**src/hdl/slc_pkg.sv**
```systemverilog
// Shared types, constants and the brightness stretch table for the sector light block.
`timescale 1ns / 1ps

package slc_pkg;

    // Lighting model register
    localparam int               MODE_W          = 5;
    localparam logic [MODE_W-1:0] LIGHT_MODE_RESET = 5'd2;

    // Level thresholds of the dark light curve
    localparam logic [7:0] DARK_LEVEL_LIMIT = 8'd192;
    localparam logic [7:0] DARK_LEVEL_SPLIT = 8'd100;

    // Reciprocal of five: (x * 205) >> 10 is exact below 1024.
    localparam logic [7:0] RECIP_FIVE       = 8'd205;
    localparam int         RECIP_FIVE_SHIFT = 10;

    // Stream word widths
    localparam int S_TDATA_W = 56;
    localparam int M_TDATA_W = 32;

    // How a level is treated on its way through the level pipeline
    typedef enum logic [1:0] {
        PATH_PLAIN = 2'd0,
        PATH_HIGH  = 2'd1,
        PATH_LOW   = 2'd2
    } path_t;

    // One input word, unpacked
    typedef struct packed {
        logic [7:0]        level_in;
        logic signed [8:0] rel_light;
        logic              is_weapon;
        logic [7:0]        blend_amount;
        logic [2:0][7:0]   tint;
    } item_t;

    // Word handed from the level pipeline to the colour pipeline
    typedef struct packed {
        logic [7:0]      level;
        logic [7:0]      blend_amount;
        logic [2:0][7:0] tint;
    } lvl_item_t;

    // One result word
    typedef struct packed {
        logic [7:0]      level_out;
        logic [2:0][7:0] lit;
    } result_t;

    typedef logic [7:0] stretch_lut_t [256];

    // Stretched level round(192 - (192 - l) * 1.87), ties to even, for 100 < l < 192.
    function automatic stretch_lut_t build_stretch();
        stretch_lut_t lut;
        int           n;
        int           q;
        int           r;
        for (int i = 0; i < 256; i++) begin
            lut[i] = 8'd0;
            if (i > 100 && i < 192) begin
                n = 19200 - (192 - i) * 187;
                q = n / 100;
                r = n % 100;
                if (r > 50 || (r == 50 && (q % 2) == 1)) begin
                    q = q + 1;
                end
                lut[i] = 8'(q);
            end
        end
        return lut;
    endfunction

    localparam stretch_lut_t STRETCH_LUT = build_stretch();

endpackage

```
**src/hdl/slc_level.sv**
```systemverilog
// Three stage pipeline that turns the sector level and offset into the hardware light level.
`timescale 1ns / 1ps

module slc_level (
    input  logic               aclk,
    input  logic               aresetn,
    input  logic               dark_mode,
    input  logic               sw_mode,
    input  logic               in_valid,
    output logic               in_ready,
    input  slc_pkg::item_t     in_item,
    output logic               out_valid,
    input  logic               out_ready,
    output slc_pkg::lvl_item_t out_item
);
    import slc_pkg::*;

    logic en_a;
    logic en_b;
    logic en_c;

    logic a_valid_reg;
    logic b_valid_reg;
    logic c_valid_reg;

    // Stage A registers
    path_t             a_path_reg;
    logic              a_zero_reg;
    logic signed [9:0] a_sum_reg;
    lvl_item_t         a_item_reg;

    // Stage B registers
    path_t             b_path_reg;
    logic              b_zero_reg;
    logic              b_neg_reg;
    logic signed [9:0] b_sum_reg;
    logic [16:0]       b_prod_reg;
    lvl_item_t         b_item_reg;

    // Stage C register
    lvl_item_t         c_item_reg;

    // Stage A logic
    logic              a_dark;
    logic              a_apply;
    path_t             a_path_next;
    logic [7:0]        a_base;
    logic signed [9:0] a_sum_next;

    // Stage B logic
    logic signed [9:0] b_diff;
    logic signed [9:0] b_mag_wide;
    logic              b_neg_next;
    logic [8:0]        b_mag;

    // Stage C logic
    logic [6:0]        c_quot;
    logic signed [9:0] c_res;
    logic [7:0]        c_level;

    // Each stage moves when it is empty or the stage after it moves.
    assign en_c     = !c_valid_reg || out_ready;
    assign en_b     = !b_valid_reg || en_c;
    assign en_a     = !a_valid_reg || en_b;
    assign in_ready = en_a;

    // Stage A: pick the curve, look up the stretched level and add the offset.
    always_comb begin
        a_dark  = dark_mode || (sw_mode && (in_item.blend_amount != 8'd0));
        a_apply = a_dark && (in_item.level_in < DARK_LEVEL_LIMIT) && !in_item.is_weapon;
        if (!a_apply) begin
            a_path_next = PATH_PLAIN;
        end else if (in_item.level_in > DARK_LEVEL_SPLIT) begin
            a_path_next = PATH_HIGH;
        end else begin
            a_path_next = PATH_LOW;
        end
        a_base     = (a_path_next == PATH_HIGH) ? STRETCH_LUT[in_item.level_in]
                                                : in_item.level_in;
        a_sum_next = $signed({2'b00, a_base}) + 10'(in_item.rel_light);
    end

    // Stage B: form the dividend magnitude and multiply by the reciprocal of five.
    always_comb begin
        b_diff     = 10'sd20 - a_sum_reg;
        b_neg_next = 1'b0;
        b_mag_wide = 10'sd0;
        case (a_path_reg)
            PATH_HIGH: begin
                b_neg_next = a_sum_reg < 10'sd20;
                b_mag_wide = b_diff;
            end
            PATH_LOW: begin
                b_neg_next = a_sum_reg < 10'sd0;
                b_mag_wide = b_neg_next ? -a_sum_reg : a_sum_reg;
            end
            default: begin
                b_neg_next = 1'b0;
                b_mag_wide = 10'sd0;
            end
        endcase
        b_mag = b_mag_wide[8:0];
    end

    // Stage C: finish the division, apply the curve and clamp to a byte.
    always_comb begin
        c_quot = b_prod_reg[16:RECIP_FIVE_SHIFT];
        case (b_path_reg)
            PATH_HIGH: begin
                c_res = b_neg_reg ? (10'sd20 - $signed({3'b000, c_quot})) : b_sum_reg;
            end
            PATH_LOW: begin
                c_res = b_neg_reg ? -$signed({3'b000, c_quot}) : $signed({3'b000, c_quot});
            end
            default: begin
                c_res = b_sum_reg;
            end
        endcase
        if (b_zero_reg || c_res < 10'sd0) begin
            c_level = 8'd0;
        end else if (c_res > 10'sd255) begin
            c_level = 8'd255;
        end else begin
            c_level = c_res[7:0];
        end
    end

    // Valid bits
    always_ff @(posedge aclk) begin
        if (!aresetn) begin
            a_valid_reg <= 1'b0;
            b_valid_reg <= 1'b0;
            c_valid_reg <= 1'b0;
        end else begin
            if (en_a) a_valid_reg <= in_valid;
            if (en_b) b_valid_reg <= a_valid_reg;
            if (en_c) c_valid_reg <= b_valid_reg;
        end
    end

    // Payload registers
    always_ff @(posedge aclk) begin
        if (en_a && in_valid) begin
            a_path_reg              <= a_path_next;
            a_zero_reg              <= in_item.level_in == 8'd0;
            a_sum_reg               <= a_sum_next;
            a_item_reg.level        <= in_item.level_in;
            a_item_reg.blend_amount <= in_item.blend_amount;
            a_item_reg.tint         <= in_item.tint;
        end
        if (en_b && a_valid_reg) begin
            b_path_reg <= a_path_reg;
            b_zero_reg <= a_zero_reg;
            b_neg_reg  <= b_neg_next;
            b_sum_reg  <= a_sum_reg;
            b_prod_reg <= b_mag * RECIP_FIVE;
            b_item_reg <= a_item_reg;
        end
        if (en_c && b_valid_reg) begin
            c_item_reg.level        <= c_level;
            c_item_reg.blend_amount <= b_item_reg.blend_amount;
            c_item_reg.tint         <= b_item_reg.tint;
        end
    end

    assign out_valid = c_valid_reg;
    assign out_item  = c_item_reg;

endmodule

```
**src/hdl/slc_color.sv**
```systemverilog
// Two stage pipeline that blends or scales the light colour by the adjusted level, or passes it through.
`timescale 1ns / 1ps

module slc_color (
    input  logic               aclk,
    input  logic               aresetn,
    input  logic               sw_mode,
    input  logic               in_valid,
    output logic               in_ready,
    input  slc_pkg::lvl_item_t in_item,
    output logic               out_valid,
    input  logic               out_ready,
    output slc_pkg::result_t   out_result
);
    import slc_pkg::*;

    logic en_d;
    logic en_e;

    logic d_valid_reg;
    logic e_valid_reg;

    // Stage D registers
    logic [2:0][15:0] d_num_reg;
    logic [2:0][7:0]  d_tint_reg;
    logic [7:0]       d_level_reg;
    logic             d_pass_reg;

    // Stage E register
    result_t          e_result_reg;

    logic [7:0]       d_inv_blend;
    logic [2:0][15:0] d_num_next;
    logic [2:0][15:0] d_mix;
    logic [2:0][15:0] e_round;
    result_t          e_result_next;

    assign en_e     = !e_valid_reg || out_ready;
    assign en_d     = !d_valid_reg || en_e;
    assign in_ready = en_d;

    // Stage D: per channel numerator, either c * L or the blend mix (at most 255 * 255).
    always_comb begin
        d_inv_blend = 8'd255 - in_item.blend_amount;
        for (int ch = 0; ch < 3; ch++) begin
            if (in_item.blend_amount == 8'd0) begin
                d_mix[ch] = 16'(in_item.tint[ch]) * 16'(in_item.level);
            end else begin
                d_mix[ch] = 16'(in_item.level) * 16'(d_inv_blend)
                          + 16'(in_item.tint[ch]) * 16'(in_item.blend_amount);
            end
            d_num_next[ch] = d_mix[ch];
        end
    end

    // Stage E: divide by 255 with (x + (x >> 8) + 1) >> 8, exact for x up to 255 * 255.
    always_comb begin
        e_result_next.level_out = d_level_reg;
        for (int ch = 0; ch < 3; ch++) begin
            e_round[ch] = d_num_reg[ch] + 16'(d_num_reg[ch][15:8]) + 16'd1;
            e_result_next.lit[ch] = d_pass_reg ? d_tint_reg[ch] : e_round[ch][15:8];
        end
    end

    // Valid bits
    always_ff @(posedge aclk) begin
        if (!aresetn) begin
            d_valid_reg <= 1'b0;
            e_valid_reg <= 1'b0;
        end else begin
            if (en_d) d_valid_reg <= in_valid;
            if (en_e) e_valid_reg <= d_valid_reg;
        end
    end

    // Payload registers
    always_ff @(posedge aclk) begin
        if (en_d && in_valid) begin
            d_num_reg   <= d_num_next;
            d_tint_reg  <= in_item.tint;
            d_level_reg <= in_item.level;
            d_pass_reg  <= sw_mode && (in_item.blend_amount == 8'd0);
        end
        if (en_e && d_valid_reg) begin
            e_result_reg <= e_result_next;
        end
    end

    assign out_valid  = e_valid_reg;
    assign out_result = e_result_reg;

endmodule

```
**src/hdl/sector_light_level_and_color_top.sv**
```systemverilog
// Top level of the sector light level and colour block: stream ports and mode register.
//
// Usage:
//   The slave stream carries one item per word: level, relative offset, blend
//   factor and RGB light colour in s_tdata, and the weapon flag in s_tuser.
//   The master stream returns one word per item: adjusted level and lit RGB.
//   Words are taken on s_tvalid & s_tready and delivered on m_tvalid & m_tready.
//   The lighting model register is written through cfg_we / cfg_wdata and
//   should only change while no word is in flight.
//   Three stages compute the level curve (table lookup and offset add,
//   reciprocal multiply, clamp) and two the colour (8x8 multiplies, divide
//   by 255). Throughput is one word per cycle while m_tready stays high;
//   each stage holds its own valid bit, so bubbles are squeezed out.
//   When the receiver stalls the pipeline fills up and then s_tready drops;
//   no word is lost or repeated. Synchronous reset empties the pipeline and
//   sets the lighting model to 2 (dark light mode).
`timescale 1ns / 1ps

module sector_light_level_and_color_top (
    input  logic                          aclk,
    input  logic                          aresetn,
    input  logic                          cfg_we,
    input  logic [slc_pkg::MODE_W-1:0]    cfg_wdata,
    input  logic                          s_tvalid,
    output logic                          s_tready,
    // level_in[7:0], rel_light[16:8], blend_amount[24:17], tint_red[32:25],
    // tint_green[40:33], tint_blue[48:41], zero fill[55:49]
    input  logic [slc_pkg::S_TDATA_W-1:0] s_tdata,
    // is_weapon[0]
    input  logic [0:0]                    s_tuser,
    output logic                          m_tvalid,
    input  logic                          m_tready,
    // level_out[7:0], lit_red[15:8], lit_green[23:16], lit_blue[31:24]
    output logic [slc_pkg::M_TDATA_W-1:0] m_tdata
);
    import slc_pkg::*;

    logic [MODE_W-1:0] mode_reg;
    logic              dark_mode;
    logic              sw_mode;

    item_t             in_item;
    logic              lvl_valid;
    logic              lvl_ready;
    lvl_item_t         lvl_item;
    result_t           result;

    // Lighting model register
    always_ff @(posedge aclk) begin
        if (!aresetn) begin
            mode_reg <= LIGHT_MODE_RESET;
        end else if (cfg_we) begin
            mode_reg <= cfg_wdata;
        end
    end

    assign dark_mode = mode_reg[1];
    assign sw_mode   = mode_reg >= MODE_W'(8);

    // Unpack the input word
    always_comb begin
        in_item.level_in     = s_tdata[7:0];
        in_item.rel_light    = $signed(s_tdata[16:8]);
        in_item.is_weapon    = s_tuser[0];
        in_item.blend_amount = s_tdata[24:17];
        in_item.tint[0]      = s_tdata[32:25];
        in_item.tint[1]      = s_tdata[40:33];
        in_item.tint[2]      = s_tdata[48:41];
    end

    slc_level u_level (
        .aclk      (aclk),
        .aresetn   (aresetn),
        .dark_mode (dark_mode),
        .sw_mode   (sw_mode),
        .in_valid  (s_tvalid),
        .in_ready  (s_tready),
        .in_item   (in_item),
        .out_valid (lvl_valid),
        .out_ready (lvl_ready),
        .out_item  (lvl_item)
    );

    slc_color u_color (
        .aclk       (aclk),
        .aresetn    (aresetn),
        .sw_mode    (sw_mode),
        .in_valid   (lvl_valid),
        .in_ready   (lvl_ready),
        .in_item    (lvl_item),
        .out_valid  (m_tvalid),
        .out_ready  (m_tready),
        .out_result (result)
    );

    // Pack the result word
    assign m_tdata = {result.lit[2], result.lit[1], result.lit[0], result.level_out};

endmodule

```
**config.mk**
```make
export PLATFORM = sky130hd
export DESIGN_NAME = sector_light_level_and_color_top
export DESIGN_NICKNAME = d
export VERILOG_FILES = /design/src/hdl/slc_pkg.sv /design/src/hdl/slc_level.sv /design/src/hdl/slc_color.sv /design/src/hdl/sector_light_level_and_color_top.sv
export SDC_FILE = /design/constraint.sdc
export NUM_CORES = 1
export LEC_CHECK = 0
export CAP_MARGIN = 30
export CORE_MARGIN = 1
export CORE_UTILIZATION = 35
export CTS_CLUSTER_DIAMETER = 200
export CTS_CLUSTER_SIZE = 24
export DETAILED_ROUTE_END_ITERATION = 6
export DONT_BUFFER_PORTS = 1
export PLACE_DENSITY = 0.49
export SLEW_MARGIN = 0
export SYNTH_ARGS = -nofsm -noshare
export SYNTH_HDL_FRONTEND = slang
export SYNTH_HIERARCHICAL = 1
export SYNTH_SLANG_ARGS = --single-unit
```
**constraint.sdc**
```tcl
create_clock -name aclk -period 14.6 [get_ports aclk]
set_input_delay 0.73 -clock aclk [delete_from_list [all_inputs] [get_ports aclk]]
set_output_delay 0.73 -clock aclk [all_outputs]
set_load 0.005 [all_outputs]
```
* Yosys cells after proc, flatten, opt, wreduce, memory -nomap -nowiden
Memory sizes are Yosys's and may differ from the RTL's.
Cells that the tools add are included.
Widths: inputs -> output; s select.
** Word-level totals
- Register bits after elaboration :: 271
- Bits in read-only memories :: 2048
- Bits of input ports :: 67
- Output and inout port bits :: 34
- Word-level logic and storage cells :: 120
- Memories kept :: 1
** Memory list
- (name not given) :: words 256, width 8, rd ports 1, clocked after Yosys merged registers in 0, wr ports 0, RTL line slc_level.sv:78 : a_base = (a_path_next == PATH_HIGH) ? STRETCH_LUT[in_item.level_in]
** Cells by class
- Add/sub/neg operators :: 15
- Multiply operators :: 8
- Magnitude comparators :: 8
- Eq/ne operators :: 5
- Multiplexer cells :: 18
- Bitwise logic cells :: 1
- Reductions and logical operators :: 25
** Operator list (number)
- $mul 8x8->16 :: 7
- $mux 8 :: 7
- $add 16x1->16 const B :: 3
- $add 16x16->16 :: 3
- $add 16x8->16 :: 3
- $mux 16 :: 3
- $lt 10x1->1 const B :: 2
- $mux 10 :: 2
- $pmux 10 s2 :: 1
- $pmux 9 s2 :: 1
- $mul 9x8->17 const B :: 1
- $logic_not 8->1 :: 2
- $add 9x9->10 :: 1
- $gt 10x9->1 const B :: 1
- $lt 10x6->1 const B :: 1
- $neg 7->10 :: 1
- $ge 9x9->1 const B :: 1
- $logic_and 1x1->1 :: 9
- $mux 9 :: 1
- $neg 9->9 :: 1
- $not 8->9 :: 1
- $sub 6x9->9 const A :: 1
- $gt 8x7->1 const B :: 1
- $lt 8x8->1 const B :: 1
- other kinds (10) :: 25

* Depth between registers and ports, before layout
- Word-level depth :: 9
- Depth in mapped cells :: 30
- Mapped depth without buffers :: 28

* Cells and area by module
Netlist, hierarchy kept.
** Modules (own cells, without submodules)
- slc_color :: times used 1, cells each 2221, area an instance 20681.1 µm², seq. area each 3433.3 µm²
- slc_level :: times used 1, cells each 667, area an instance 7962.6 µm², seq. area each 4204.0 µm²
- sector_light_level_and_color_top :: times used 1, cells each 10, area an instance 112.6 µm², seq. area each 60.1 µm²

* Least setup slack after synthesis
Ideal clock, no wire load.
- Path kind :: register to register
- From :: register u_level.c_item_reg, in the netlist u_level/out_item[26]
- To :: register u_color/d_num_reg[47] (netlist bit), data pin
- Library setup time :: 260 ps
- Arrival :: 7249 ps
- Required time :: 14340 ps
- Setup slack :: 7090 ps
- Stages on the path, launching flop included :: 29
- Path buffers :: 1
- Clock period less this slack :: 7510 ps
- Cell sequence :: edfxtp_1 clkbuf_1 nand2b_1 fa_1 fa_1 inv_1 fa_1 inv_1 fa_1 inv_1 ha_1 o21a_1 o31ai_4 nand2_1 fa_1 fa_1 inv_1 fa_1 inv_1 fa_1 inv_1 ha_1 o21a_1 o31a_1 nor4_1 o31a_1 o21ai_0 xnor3_1 mux2_4
** RTL lines
- start, declared :: RTL line slc_level.sv:41 : lvl_item_t c_item_reg;
- end signal, assigned :: RTL line slc_color.sv:79 : d_num_reg <= d_num_next;
- end, declared :: RTL line slc_color.sv:24 : logic [2:0][15:0] d_num_reg;

==> out/qor.csv <==
stage;metric;value;unit
cts;cts.path.max_buffers;3;
timing;slew-limit-headroom;0.3449;
finish;final_nets;3537;
placed_design;place.gp.congestion;0.8320;
pwr;comb_power_share;0.480;
cts;postCtsHoldBufs;0;
outcome;outcome;complete, no violations;
yosys;yosysTopAreaCell;edfxtp_1;
pwr;seqPwrFrac;0.355;
cts;cts.sinks;259;
timing;worst_slew_pin_slew;0.9826;ns
yosys;synth_flop_cell;edfxtp_1;
timing;tns;0;ns
cts;cts_buffers;14;
finish;area.growth.synth_to_final;5.374;%
cts;clk_pin_slew_worst_paths;0.10;ns
timing;hold_ws;0.2556;ns
yosys;synth-edff-count;251;
global_route;grt_pass1_wl;110200;um
timing;fin_crit;8.545;ns
cts;clk_latency;0.54;ns
finish;largest_reg_flops;48;
timing;fin_crit_sh;0.5852;
critical_path;slowest_stage;edfxtp_1;
floorplanning;top_level_ports;101;
critical_path;path_class;flip-flop to flip-flop;
timing;final-setup-viol-count;0;
timing;rsz0062_at_grt;no;
cts;cts_tree;built;
floorplanning;core;80940;um^2
critical_path;cp_common_cell;fa_1;
drt;drc_errors;0;
timing;finalClockSkew;0.03070;ns
cts;root_buffer;clkbuf_16;
yosys;synth_commonest_cells;inv_1, ha_1, fa_1;
global_route;grt.total_usage;0.1675;
pwr;p_clk_frac;0.166;
yosys;yosysMostFrequentCell;inv_1;
floorplanning;chipWidth;288.6;um
cts;cts_setup_buffers;0;
drt;ant_nets;0;
timing;finalMaxSlewViolations;0;
floorplanning;fp.dieH;288.6;um
cts;cts-resized-gates;0;
cts;cts_max_level;1;
yosys;synth_cells;2898;
global_route;grt_pass1_vias;20452;
yosys;synth-seq-area-share;0.2677;
critical_path;worstPathArrival;8.84;ns
yosys;synth.top_cells.by_area;edfxtp_1, fa_1, ha_1, inv_1, and2_1;
yosys;synthArstFlopShare;0;
critical_path;max_stage_delay;0.88;ns
worst_hold_path;hold_class;primary input to flip-flop;
yosys;synth_top_area_share;0.2621;
placed_design;port_buffers;0;
pwr;p_sw;0.001009;W
floorplanning;rows;104;
pwr;p_leak;13.81;nW
drt;totalWireLength;67980;um
pwr;ir_drop;62.54;uV
pwr;swShare;0.3802;
pwr;p_per_area;87.58;nW/um^2
critical_path;end_kind;flip-flop;
drt;vias;19440;
critical_path;cp.required;14.89;ns
finish;layout-drive-gt1-share;0.02647;
drt;wire_per_inst;17.46;um
critical_path;cp_max_fo;16;
timing;finalHoldViolCount;0;
floorplanning;initial_core_util;0.3553;
yosys;synth_seq_cells;259;
yosys;avgSynthCellArea;9.923;um^2
critical_path;worstSetupStartpointType;flip-flop;
yosys;ys_warn_count;6;
global_route;antenna_found_initial;5;
pwr;internal-power;0.001645;W
global_route;overflow;0;
yosys;yosysUniqueCellTypes;87;
drt;drtIter0Drc;1066;
run;maxCapViolations;0;
floorplanning;dieArea;83310;um^2
drt;viasPerCell;4.992;
drt;first_pass_iters;5;
yosys;syn-cell-area;28760;um^2
global_route;grt_max_degree;50;
placed_design;dp_hpwl;51190;um
timing;fmax;117.0;MHz
kinds of logic after synthesis:
logic type	share of synthesized area
mux	0.01266
xor+xnor	0.03890
fa+ha+maj	0.3604
other cells	0.0001304
flops	0.2677
buf+inv	0.08145
simple gates	0.1391
compound gates	0.09968
path summary, 6_finish.rpt:
path	slack, ns	cells past startpoint	start	endpoint
setup / recovery	6.06	28	u_level/out_item[32]$_SDFFCE_PP0P_	u_color/d_num_reg[47]$_DFFE_PP_
hold / removal	0.26	1	aresetn	mode_reg[1]$_SDFFE_PN1P_
hold reg to reg	0.41	0	u_level/b_item_reg[16]$_DFFE_PP_	u_level/out_item[16]$_DFFE_PP_
setup reg to reg	6.06	28	u_level/out_item[32]$_SDFFCE_PP0P_	u_color/d_num_reg[47]$_DFFE_PP_
per-layer routing:
| metal | vias to the layer above | share of wire | global-route usage |
|---|---|---|---|
| met2 | 363 | 0.46 | 0.2797 |
| met1 | 9665 | 0.47 | 0.2292 |
| li1 | 9344 | - | - |
| met5 | - | 0.00040 | 0 |
| met3 | 64 | 0.050 | 0.02583 |
| met4 | 4 | 0.019 | 0.03487 |
final cells by class:
cell class	count	area, um^2
tap	1060	1326
timing repair buffer	30	245.2
sequential	259	7697
clock inverter	1	7.507
clock buffer	20	394.1
antenna	1	2.502
multi-input combinational	2028	18770
inverter	495	1858
fill	8098	50640
worst max-delay path: cells and delay by family (launching register included):
kind,cells,cell delay [ns]
fa+ha+maj,10,4.56
compound gates,6,1.16
flops,1,0.88
buf+inv,7,0.66
simple gates,3,0.42
xor+xnor,1,0.33
mux,1,0.29
cell usage in the layout, fill, tap and decap left out, types with 5 or more instances in the layout:
cell type,count
nand4_1,9
o211ai_1,12
edfxtp_1,251
o21a_1,43
a22oi_1,9
nor3b_1,6
xnor2_1,55
ha_1,333
a31oi_1,15
a211o_1,8
a211oi_1,21
inv_1,494
dfxtp_1,8
o31ai_1,15
o22ai_1,7
nor2b_1,77
clkbuf_1,5
xor2_1,60
clkbuf_16,15
nand2_1,286
a21oi_1,111
and2_1,191
buf_4,29
o21ai_1,54
and3_1,9
a21o_1,38
fa_1,309
nand3_1,27
mux2_1,9
nand2b_1,42
nor3_1,14
nor2_1,93
nor4_1,13
mux2i_1,18
o21ai_0,42
power groups by stage:
| stage | registers [W] | clock network, W | logic, W |
|---|---|---|---|
| floorplan | 0.000938 | 0 | 0.00100 |
| global placement | 0.000959 | 0 | 0.00127 |
| detailed placement | 0.000960 | 0 | 0.00127 |
| CTS | 0.000943 | 0.000468 | 0.00129 |
| global route | 0.000947 | 0.000486 | 0.00146 |
| finish | 0.000942 | 0.000440 | 0.00127 |
per-stage QoR:
stage / total power, W / cell area, um^2 / cells / utilization / worst slack (ns)
final: 0.002654 / 30300 / 3894 / 0.3744 / 6.056
after global routing: 0.002898 / 30300 / 3893 / 0.3744 / 5.710
after CTS: 0.002697 / 30260 / 3891 / 0.3739 / 5.904
after detailed placement: 0.002234 / 29860 / 3870 / 0.3690 / 6.010
after global placement: 0.002224 / 29860 / 3870 / 0.3690 / 6.034
after floorplan: 0.001942 / 28760 / 2900 / - / 7.090
(Power assumes the default switching activity.)
